### src/design/windowed_peak_volume_leveler_defines.svh
// Assertion macros of the leveler, used by wpvl_ctrl.
// No dependencies; included by the files that hold assertions.
`ifndef WINDOWED_PEAK_VOLUME_LEVELER_DEFINES_SVH
`define WINDOWED_PEAK_VOLUME_LEVELER_DEFINES_SVH

// Plain property under clock and synchronous reset.
`define WPVL_ASSERT(lbl, clk, rst, prop) \
   lbl: assert property (@(posedge clk) disable iff (rst) (prop)) \
      else $error("wpvl assertion failed");

// Antecedent in this cycle implies consequent in the next.
`define WPVL_ASSERT_NEXT(lbl, clk, rst, ante, cons) \
   lbl: assert property (@(posedge clk) disable iff (rst) (ante) |=> (cons)) \
      else $error("wpvl assertion failed");

`endif

### src/design/wpvl_pkg.sv
// Shared types and constants of the windowed peak volume leveler.
// No dependencies; imported by every module of the block.
`timescale 1ns / 1ps

package wpvl_pkg;

   localparam int WIN_LEN   = 100;
   localparam int IDX_W     = (WIN_LEN > 1) ? $clog2(WIN_LEN) : 1;
   localparam int LEVEL_W   = 18;
   localparam int STEP_W    = 4;
   localparam int CSR_IDX_W = 2;

   localparam logic [CSR_IDX_W-1:0] REG_ENABLE   = 2'd0;
   localparam logic [CSR_IDX_W-1:0] REG_HIGH_THR = 2'd1;
   localparam logic [CSR_IDX_W-1:0] REG_LOW_THR  = 2'd2;

   localparam logic [LEVEL_W-1:0] HIGH_THR_RESET = 18'd8000;
   localparam logic [LEVEL_W-1:0] LOW_THR_RESET  = 18'd4000;

   localparam logic signed [STEP_W-1:0] STEP_NONE = 4'sd0;
   localparam logic signed [STEP_W-1:0] STEP_UP   = -4'sd1;
   localparam logic signed [STEP_W-1:0] STEP_DOWN = 4'sd1;
   localparam logic signed [STEP_W-1:0] STEP_DOWN4 = 4'sd4;

   typedef struct packed {
      logic accept;    // request taken: write ring, latch fields, clear peak
      logic scan;      // read one ring entry, advance scan index
      logic load_out;  // load decision into output register
   } wpvl_cmd_type;

   typedef struct packed {
      logic idx_last;  // scan index is on the last entry
      logic out_free;  // output register empty or emptying now
   } wpvl_status_type;

endpackage

### src/design/wpvl_dpath.sv
// Datapath of the leveler: config registers, level ring, peak scan, output register.
// Depends on wpvl_pkg; driven by wpvl_ctrl through command/status structs.
`timescale 1ns / 1ps

module wpvl_dpath
   import wpvl_pkg::*;
(
   input  logic                     clock,
   input  logic                     reset,
   input  logic                     csr_valid,
   input  logic [CSR_IDX_W-1:0]     csr_index,
   input  logic [LEVEL_W-1:0]       csr_data,
   input  logic [LEVEL_W-1:0]       req_level,
   input  logic                     req_muted,
   input  wpvl_cmd_type             cmd,
   output wpvl_status_type          status,
   input  logic                     rsp_tready,
   output logic                     rsp_tvalid,
   output logic signed [STEP_W-1:0] rsp_step
);

   logic                      enable_ff;
   logic [LEVEL_W-1:0]        high_thr_ff;
   logic [LEVEL_W-1:0]        low_thr_ff;

   logic [LEVEL_W-1:0]        mem [WIN_LEN];
   logic [WIN_LEN-1:0]        valid_ff;
   logic [IDX_W-1:0]          wr_pos_ff;
   logic [IDX_W-1:0]          wr_pos_in;
   logic [IDX_W-1:0]          scan_idx_ff;

   logic [LEVEL_W-1:0]        rd_data_ff;
   logic                      rd_ok_ff;
   logic                      pipe_ff;
   logic [LEVEL_W-1:0]        rd_level;

   logic [LEVEL_W-1:0]        cur_ff;
   logic                      muted_ff;
   logic [LEVEL_W-1:0]        peak_ff;

   logic                      rsp_tvalid_ff;
   logic signed [STEP_W-1:0]  step_ff;
   logic signed [STEP_W-1:0]  step_in;
   logic [LEVEL_W:0]          high_thr_x2;

   // config writes
   always_ff @(posedge clock) begin
      if (reset) begin
         enable_ff   <= 1'b0;
         high_thr_ff <= HIGH_THR_RESET;
         low_thr_ff  <= LOW_THR_RESET;
      end else if (csr_valid) begin
         case (csr_index)
            REG_ENABLE:   enable_ff   <= csr_data[0];
            REG_HIGH_THR: high_thr_ff <= csr_data;
            REG_LOW_THR:  low_thr_ff  <= csr_data;
            default: ;
         endcase
      end
   end

   assign wr_pos_in = (wr_pos_ff == IDX_W'(WIN_LEN - 1)) ? '0 : wr_pos_ff + 1'b1;

   // ring write position and entry valid bits
   always_ff @(posedge clock) begin
      if (reset) begin
         wr_pos_ff <= '0;
         valid_ff  <= '0;
      end else if (cmd.accept) begin
         wr_pos_ff            <= wr_pos_in;
         valid_ff[wr_pos_ff]  <= 1'b1;
      end
   end

   always_ff @(posedge clock) begin
      if (cmd.accept) begin
         mem[wr_pos_ff] <= req_level;
      end
      rd_data_ff <= mem[scan_idx_ff];
   end

   // scan control
   always_ff @(posedge clock) begin
      if (reset) begin
         scan_idx_ff <= '0;
         pipe_ff     <= 1'b0;
         rd_ok_ff    <= 1'b0;
      end else begin
         pipe_ff  <= cmd.scan;
         rd_ok_ff <= valid_ff[scan_idx_ff];
         if (cmd.accept) begin
            scan_idx_ff <= '0;
         end else if (cmd.scan) begin
            scan_idx_ff <= scan_idx_ff + 1'b1;
         end
      end
   end

   // unwritten entries read as zero
   assign rd_level = rd_ok_ff ? rd_data_ff : '0;

   always_ff @(posedge clock) begin
      if (cmd.accept) begin
         cur_ff   <= req_level;
         muted_ff <= req_muted;
         peak_ff  <= '0;
      end else if (pipe_ff && (rd_level > peak_ff)) begin
         peak_ff <= rd_level;
      end
   end

   assign high_thr_x2 = {high_thr_ff, 1'b0};

   always_comb begin
      if (peak_ff < low_thr_ff) begin
         step_in = STEP_UP;
      end else if ({1'b0, cur_ff} > high_thr_x2) begin
         step_in = STEP_DOWN4;
      end else if (cur_ff > high_thr_ff) begin
         step_in = STEP_DOWN;
      end else begin
         step_in = STEP_NONE;
      end
      if (!enable_ff || muted_ff) begin
         step_in = STEP_NONE;
      end
   end

   // output register
   always_ff @(posedge clock) begin
      if (reset) begin
         rsp_tvalid_ff <= 1'b0;
      end else if (cmd.load_out) begin
         rsp_tvalid_ff <= 1'b1;
      end else if (rsp_tready) begin
         rsp_tvalid_ff <= 1'b0;
      end
   end

   always_ff @(posedge clock) begin
      if (cmd.load_out) begin
         step_ff <= step_in;
      end
   end

   assign status.idx_last = (scan_idx_ff == IDX_W'(WIN_LEN - 1));
   assign status.out_free = !rsp_tvalid_ff || rsp_tready;
   assign rsp_tvalid      = rsp_tvalid_ff;
   assign rsp_step        = step_ff;

endmodule

### src/design/wpvl_ctrl.sv
// Controller state machine of the leveler: sequences accept, ring scan and result load.
// Depends on wpvl_pkg and windowed_peak_volume_leveler_defines.svh.
`timescale 1ns / 1ps
`include "windowed_peak_volume_leveler_defines.svh"

module wpvl_ctrl
   import wpvl_pkg::*;
(
   input  logic            clock,
   input  logic            reset,
   input  logic            req_tvalid,
   output logic            req_tready,
   input  wpvl_status_type status,
   output wpvl_cmd_type    cmd
);

   typedef enum logic [1:0] {
      ST_IDLE,
      ST_SCAN,
      ST_DRAIN,
      ST_RESULT
   } state_type;

   state_type state_ff;
   state_type state_in;
   logic      tready_ff;
   logic      tready_in;

   always_comb begin
      cmd.accept   = req_tvalid && tready_ff;
      cmd.scan     = (state_ff == ST_SCAN);
      cmd.load_out = (state_ff == ST_RESULT) && status.out_free;
      state_in     = state_ff;
      tready_in    = tready_ff;
      case (state_ff)
         ST_IDLE: begin
            if (cmd.accept) begin
               state_in  = ST_SCAN;
               tready_in = 1'b0;
            end
         end
         ST_SCAN: begin
            if (status.idx_last) begin
               state_in = ST_DRAIN;
            end
         end
         ST_DRAIN: begin
            state_in = ST_RESULT;
         end
         ST_RESULT: begin
            if (status.out_free) begin
               state_in  = ST_IDLE;
               tready_in = 1'b1;
            end
         end
         default: begin
            state_in  = ST_IDLE;
            tready_in = 1'b1;
         end
      endcase
   end

   always_ff @(posedge clock) begin
      if (reset) begin
         state_ff  <= ST_IDLE;
         tready_ff <= 1'b1;
      end else begin
         state_ff  <= state_in;
         tready_ff <= tready_in;
      end
   end

   assign req_tready = tready_ff;

   `WPVL_ASSERT(a_ready_only_idle, clock, reset, !tready_ff || (state_ff == ST_IDLE))
   `WPVL_ASSERT_NEXT(a_accept_starts_scan, clock, reset, cmd.accept, state_ff == ST_SCAN && !tready_ff)
   `WPVL_ASSERT_NEXT(a_scan_end_drains, clock, reset, (state_ff == ST_SCAN) && status.idx_last, state_ff == ST_DRAIN)
   `WPVL_ASSERT_NEXT(a_load_frees_input, clock, reset, cmd.load_out, tready_ff && (state_ff == ST_IDLE))

endmodule

### src/design/windowed_peak_volume_leveler.sv
// Top level of the windowed peak volume leveler: controller plus datapath.
// Depends on wpvl_pkg, wpvl_ctrl and wpvl_dpath.
`timescale 1ns / 1ps
//
//  channel  | direction | handshake             | payload
//  ---------+-----------+-----------------------+-------------------------------------
//  req_     | in        | req_tvalid/req_tready | tdata: level[17:0]; tuser: muted
//  rsp_     | out       | rsp_tvalid/rsp_tready | tdata: volume_step[3:0] (signed)
//  csr_     | in        | csr_valid/csr_ready   | csr_index[1:0], csr_data[17:0]
//
//  Each request passes through accept and ring write, a sequential peak scan of
//  the 100-entry ring over the single memory read port, a drain of the registered
//  read, and the load of the result.
//  Reset is synchronous, active high; the ring's entry valid bits clear at once,
//  so there is no clearing pass and the first request is taken right after reset.
//  A result waits in the output register; a new request is taken meanwhile, and
//  its result is held back only if the previous one has still not been taken.
//  csr_ready is tied high; the user writes config while the block is idle, unchecked.

module windowed_peak_volume_leveler
   import wpvl_pkg::*;
(
   input  logic                 clock,
   input  logic                 reset,
   // request channel
   input  logic                 req_tvalid,
   output logic                 req_tready,
   input  logic [23:0]          req_tdata,   // [17:0] level, [23:18] zero
   input  logic                 req_tuser,   // [0] muted
   // result channel
   output logic                 rsp_tvalid,
   input  logic                 rsp_tready,
   output logic [7:0]           rsp_tdata,   // [3:0] volume_step, [7:4] zero
   // config write channel
   input  logic                 csr_valid,
   output logic                 csr_ready,
   input  logic [CSR_IDX_W-1:0] csr_index,
   input  logic [LEVEL_W-1:0]   csr_data
);

   wpvl_cmd_type             cmd;
   wpvl_status_type          status;
   logic signed [STEP_W-1:0] rsp_step;

   // config is always taken
   assign csr_ready = 1'b1;

   wpvl_ctrl u_ctrl (
      .clock      (clock),
      .reset      (reset),
      .req_tvalid (req_tvalid),
      .req_tready (req_tready),
      .status     (status),
      .cmd        (cmd)
   );

   wpvl_dpath u_dpath (
      .clock      (clock),
      .reset      (reset),
      .csr_valid  (csr_valid),
      .csr_index  (csr_index),
      .csr_data   (csr_data),
      .req_level  (req_tdata[LEVEL_W-1:0]),
      .req_muted  (req_tuser),
      .cmd        (cmd),
      .status     (status),
      .rsp_tready (rsp_tready),
      .rsp_tvalid (rsp_tvalid),
      .rsp_step   (rsp_step)
   );

   // step is two's complement in the low nibble, upper bits zero filled
   assign rsp_tdata = {4'b0000, rsp_step};

endmodule

### config.mk
export PLATFORM = sky130hd
export DESIGN_NAME = windowed_peak_volume_leveler
export DESIGN_NICKNAME = d
export VERILOG_FILES = /design/src/design/wpvl_pkg.sv /design/src/design/wpvl_dpath.sv /design/src/design/wpvl_ctrl.sv /design/src/design/windowed_peak_volume_leveler.sv
export VERILOG_INCLUDE_DIRS = /design/src /design/src/design
export SDC_FILE = /design/constraint.sdc
export NUM_CORES = 2
export LEC_CHECK = 0
export BUFFER_PORTS_ARGS = -buffer_cell sky130_fd_sc_hd__buf_2
export CORE_ASPECT_RATIO = 0.75
export CORE_MARGIN = 8
export CORE_UTILIZATION = 50
export CTS_BUF_LIST = sky130_fd_sc_hd__clkbuf_4 sky130_fd_sc_hd__clkbuf_8
export CTS_CLUSTER_DIAMETER = 30
export CTS_CLUSTER_SIZE = 14
export DETAILED_ROUTE_END_ITERATION = 8
export PLACE_DENSITY = 0.65
export REMOVE_ABC_BUFFERS = 1
export SLEW_MARGIN = 25
export SYNTH_ARGS = -nofsm -noshare
export SYNTH_HDL_FRONTEND = slang
export SYNTH_SLANG_ARGS = --single-unit
export TNS_END_PERCENT = 10
### constraint.sdc
create_clock -name clock -period 4.8 [get_ports clock]
set_clock_uncertainty 0.15 [all_clocks]
set_input_delay 0.24 -clock clock [delete_from_list [all_inputs] [get_ports clock]]
set_output_delay 0.24 -clock clock [all_outputs]
set_load 0.01 [all_outputs]
* Yosys cells after proc, flatten, opt, wreduce, memory -nomap -nowiden
Memory sizes are Yosys's and may differ from the RTL's. A register that Yosys moved wholly into a read port is not among the register bits.
Cells that the tools add are included.
Widths: inputs -> output; s select.
** Word-level totals
- Register bits after elaboration :: 198
- Memory bits (writable) :: 1800
- Input port bits :: 50
- Logic and storage cells :: 74
- Memories kept :: 1
** Cells by class
- Add/sub/neg operators :: 2
- Magnitude comparators :: 7
- Eq/ne operators :: 10
- Mux-type cells :: 20
- Bitwise operators :: 1
- Reduce and logical (&&, ||, !) cells :: 18
** Memory list
- u_dpath.mem :: words 100, width 18, rd ports 1, clocked after memory_dff 1, wr ports 1, line wpvl_dpath.sv:26 : logic [LEVEL_W-1:0] mem [WIN_LEN];
** Operators by type and width (number)
- $or 100x100->100 :: 1
- $gt 18x18->1 :: 2
- $gt 18x19->1 :: 1
- $lt 18x18->1 :: 1
- $mux 18 :: 1
- $lt 7x8->1 const B :: 2
- $add 7x1->7 const B :: 2
- $eq 7x7->1 const B :: 2
- $mux 1 :: 9
- $mux 4 :: 2
- $pmux 2 s4 :: 1
- $bmux 1 s7 :: 1
- $demux 1 s7 :: 1
- $ge 7x1->1 const B :: 1
- $mux 7 :: 1
- $eq 2x2->1 const B :: 3
- $mux 2 :: 3
- $reduce_and 2->1 :: 3
- $reduce_and 3->1 :: 2
- $eq 2x1->1 const B :: 2
- $logic_and 1x1->1 :: 4
- $logic_not 2->1 :: 2
- $ne 2x2->1 const B :: 2
- $reduce_bool 2->1 :: 2
- 5 further kinds :: 7

* Longest topological paths before layout
- Depth after elaboration :: 5
- Depth in mapped cells :: 12

* Modules after synthesis
From an unflattened synthesis, not the netlist that was laid out.
** Unflattened totals
- Cell total of the unflattened synthesis :: 4272
- Area, all modules :: 78985.8 um^2
** Modules (own cells, without submodules)
- wpvl_dpath :: times used 1, cells an instance 4236, area an instance 78686.7 um^2, sequential area each 58516.1 um^2
- wpvl_ctrl :: times used 1, cells an instance 29, area an instance 254.0 um^2, sequential area each 60.1 um^2
- windowed_peak_volume_leveler :: times used 1, cells an instance 7, area an instance 45.0 um^2, sequential area each 0.0 um^2

* Worst setup path after synthesis
No wires, ideal clock.
- Kind :: register to register
- Start point :: register u_ctrl.tready_ff, in the netlist u_ctrl.req_tready
- End point :: memory u_dpath.mem[63][0], enable pin
- Library setup time :: 0.422 ns
- Arrival :: 2.546 ns
- Slack :: 1.682 ns
- Cell stages (with the launch flop) :: 6
- Period minus slack after synthesis :: 3.118 ns
- Cells stage by stage :: dfxtp_1 -> and3_1 -> clkbuf_1 -> and3_1 -> nand3_1 -> nor3b_1
** Between the ends
- Word-level cells in the longest chain between the ends :: 3
** RTL lines
- start: declaration :: line wpvl_ctrl.sv:26 : logic tready_ff;
- start signal: assignment :: line wpvl_ctrl.sv:69 : tready_ff <= tready_in;
- $logic_and 1x1->1 :: line wpvl_ctrl.sv:30 : cmd.accept = req_tvalid && tready_ff;
- $mux 1 :: line wpvl_dpath.sv:76 : if (cmd.accept) begin
- $mux 1 (implied by the code) :: line wpvl_dpath.sv:77 : mem[wr_pos_ff] <= req_level;
- end: declaration :: line wpvl_dpath.sv:26
Every way passes these cells.

==> flow_summary.yaml <==
run_status:
  status: "complete, no violations"
routing:
  wl_um: 205000
  wl_per_cell_um: 29.4
  postRouteAntennaNets: 0
  dr.pass1.iters: 5
  drtIter0Drc: 5053
  vias: 42118
  route.detailed.drc: 0
  vias_per_cell: 6.04
critical_path:
  crit_path_end_kind: "flop"
  critical_path.max_fanout: 33
  path_class: "reg -> reg"
  cp_num_buf_inv: 1
  reg2reg_from: "u_dpath.scan_idx_ff[3]"
  cp_slowest_cell: "dfxtp_4"
  worstRegToRegCells: 7
  timing.rr.end: "u_dpath.rd_data_ff[11]"
  crit_top_cell: "a21oi_1"
  startpoint_type: "flop"
  crit_family: "compound AO/OA/AOI/OAI gates"
  r2r_setup_slack_ns: 1.00
  slowest_delay_ns: 0.91
  path_cells: "or3b_2 -> buf_4 -> o22ai_1 -> a211oi_1 -> a21oi_1 -> a21oi_1 -> a31oi_1"
  cp.required_ns: 5.55
  crit_arrival_ns: 4.54
yosys:
  ys_warn_count: 0
  synth_ff_type: "edfxtp_1"
  ys_ff_latch: 2015
  synth_cell_type_count: 58
  synth_async_sr_flop_share: 0
  netlist_area_um2: 78500
  synth-seq-area-share: 0.746
  syn_area_per_cell_um2: 18.8
  synth-edff-count: 1822
  syn_inst: 4176
cts:
  clockRootBuffer: "clkbuf_8"
  cts_tree: "done"
  cts.reportedPaths.clkPinSlew_ns: 0.07
  post_cts_buffers: 0
  ctsResizeCount: 0
  holdBufCountCts: 85
  htreeDepth: 5
  max-clock-path-buffers: 4
  cts.sinks: 2015
  cts_buffers: 331
  clk_latency_ns: 1.01
power:
  switching_power_w: 0.0100
  p_seq_frac: 0.488
  intPower_w: 0.0301
  clockPowerShare: 0.400
  p_leak_nw: 28.5
  peakVddDrop_mv: 0.329
  p_sw_frac: 0.250
  power-per-cell-area_nw_per_um2: 445
  comb_power_share: 0.111
sta:
  hold_ws_ns: 0.101
  rsz0062_at_grt: "no"
  slew_headroom: 0.269
  worst_slew_pin_slew_ns: 1.10
  setup_viol: 0
  fmax_mhz: 263
  timing.final.ws_setup_ns: 1.00
  final_hold_viol_count: 0
  finalCritPeriodShare: 0.791
  slew_viol_final: 0
  min_period_ns: 3.80
final_layout:
  final_common_cell: "edfxtp_1"
  finalInstanceArea_um2: 90200
  multi_input_area_um2: 18800
  area_growth_pct: 14.9
  drive_gt1_frac: 0.276
  nNetsFinal: 4743
  utilization: 0.576
  ff_latch_area_um2: 58600
  layout_common_cells: "edfxtp_1, mux4_2, clkbuf_8"
  final.fill_count: 11741
  final_cells: 6977
floorplan:
  chipWidth_um: 474
  die_y_um: 359
  coreArea_um2: 157000
  rows: 126
  die_area_um2: 170000
  io_pins: 61
  start_util: 0.501
grt:
  grt_pass1_vias: 41599
  antenna_found_initial: 9
  grt_max_degree: 102
  grt_overflow_total: 0
  track_usage: 0.237
  grt_pass1_wl_um: 294000
placement:
  hpwl_um: 122000
  dp_cells: 6310
  post-place-ws_ns: 1.09
  place_area_um2: 82300
  place.gp.congestion: 0.884
  io_buffers: 49
min_path:
  hold_path.class: "in -> reg"
  whs_endpoint: "u_dpath.mem[35][12]"
  min_path_cells: 2
  min-delay-start: "req_tdata[12]"
run:
  maxCapViolations: 0
logic make-up (layout without fill, tap and decap cells):
family / count (synthesis) / in the layout / synth area share
flops: 2015 / 2015 / 0.746
xor+xnor: 11 / 11 / 0.00123
fa+ha+maj: 77 / 77 / 0.0123
simple gates: 647 / 647 / 0.0362
other cells: 2 / 9 / 0.0000956
mux: 655 / 655 / 0.144
compound gates: 472 / 472 / 0.0417
buf+inv: 297 / 979 / 0.0187
how the worst max path moves through the flow:
stage                                 startpoint                     end  cells after the start
after global placement    u_dpath.scan_idx_ff[1]  u_dpath.rd_data_ff[10]                      5
after global routing      u_dpath.scan_idx_ff[0]  u_dpath.rd_data_ff[17]                      6
final                     u_dpath.scan_idx_ff[3]  u_dpath.rd_data_ff[11]                      7
after CTS                 u_dpath.scan_idx_ff[0]  u_dpath.rd_data_ff[17]                      6
after floorplan           u_dpath.scan_idx_ff[0]        u_dpath.rd_ok_ff                      5
after detailed placement  u_dpath.scan_idx_ff[0]  u_dpath.rd_data_ff[17]                      6
layout make-up:
cell class | instances | share of cell area
Antenna cell | 4 | 0.000111
Clock buffer | 378 | 0.0552
Clock inverter | 200 | 0.0231
Inverter | 65 | 0.00270
Multi-Input combinational cell | 1867 | 0.208
Sequential cell | 2015 | 0.649
Tap cell | 2112 | 0.0293
Timing Repair Buffer | 336 | 0.0318
Yosys cell counts, types with 6 or more instances:
library cell  number  share of area
a21o_1            17         0.0016
a211oi_1          46         0.0044
nand3b_1          10        0.00096
mux2_2            13         0.0019
mux4_2           378           0.11
nand2b_1          14         0.0011
o221ai_1          27         0.0030
clkbuf_1         102         0.0049
inv_1             65         0.0031
and2_1            19         0.0015
buf_4             45         0.0043
a211o_1            9         0.0010
nand3_1           25         0.0016
buf_1             18        0.00086
edfxtp_1        1822           0.70
o21ba_2           21         0.0027
nand4_1           13         0.0010
nand2_1          173         0.0083
o211ai_1           6        0.00057
ha_1              77          0.012
or2_2             12        0.00096
a31oi_1           12        0.00096
nor2b_1           29         0.0023
a22o_1            17         0.0019
buf_6             13         0.0019
dfxtp_1          193          0.049
o21ai_0           29         0.0018
xor2_1             6        0.00067
a21oi_1          100         0.0064
nor4_1            16         0.0013
nor3_1             9        0.00057
buf_2             52         0.0033
mux2i_1          264          0.034
nor2_1           306          0.015
o22ai_1           96         0.0076
a22oi_1           64         0.0061
a2111oi_0         10         0.0011
power by group through the flow:
stage | Clock (W) | Sequential [W] | Combinational (W)
final | 0.0161 | 0.0196 | 0.00446
after global routing | 0.0171 | 0.0196 | 0.00477
after CTS | 0.0163 | 0.0196 | 0.00446
after detailed placement | 0 | 0.0200 | 0.00440
after global placement | 0 | 0.0200 | 0.00435
after floorplan | 0 | 0.0200 | 0.00262
stage by stage:
step,setup TNS (ns),total power (W)
2_1_floorplan,-535.73,0.0226
3_3_place_gp,0,0.0243
3_5_place_dp,0,0.0244
4_1_cts,0,0.0403
5_1_grt,0,0.0414
6_report,0,0.0401
worst reg2reg max path, delay by kind of cell, from the launching register on:
kind	cells	cell delay, ns
and+or+nand+nor	1	0.78
buffers and inverters	1	0.36
DFF	1	0.91
AOI/OAI and AO/OA	5	1.48
registers in the layout (all words and copies together), names as in the netlist, 2 cells and up:
signal,flops
u_dpath.valid_ff,100
u_dpath.wr_pos_ff,7
u_ctrl.state_ff,2
u_dpath.high_thr_ff,18
u_dpath.rsp_step,3
u_dpath.peak_ff,18
u_dpath.cur_ff,18
u_dpath.rd_data_ff,18
u_dpath.mem,1800
u_dpath.low_thr_ff,18
u_dpath.scan_idx_ff,7
routing by layer:
metal | part of all wire | global-route usage | up-vias
li1 | - | - | 17737
met1 | 0.43 | 0.360 | 22043
met2 | 0.43 | 0.338 | 2039
met3 | 0.11 | 0.0693 | 299
met4 | 0.020 | 0.0602 | 0
met5 | 0 | 0 | -
No activity file was read; power rests on OpenSTA's default activity.
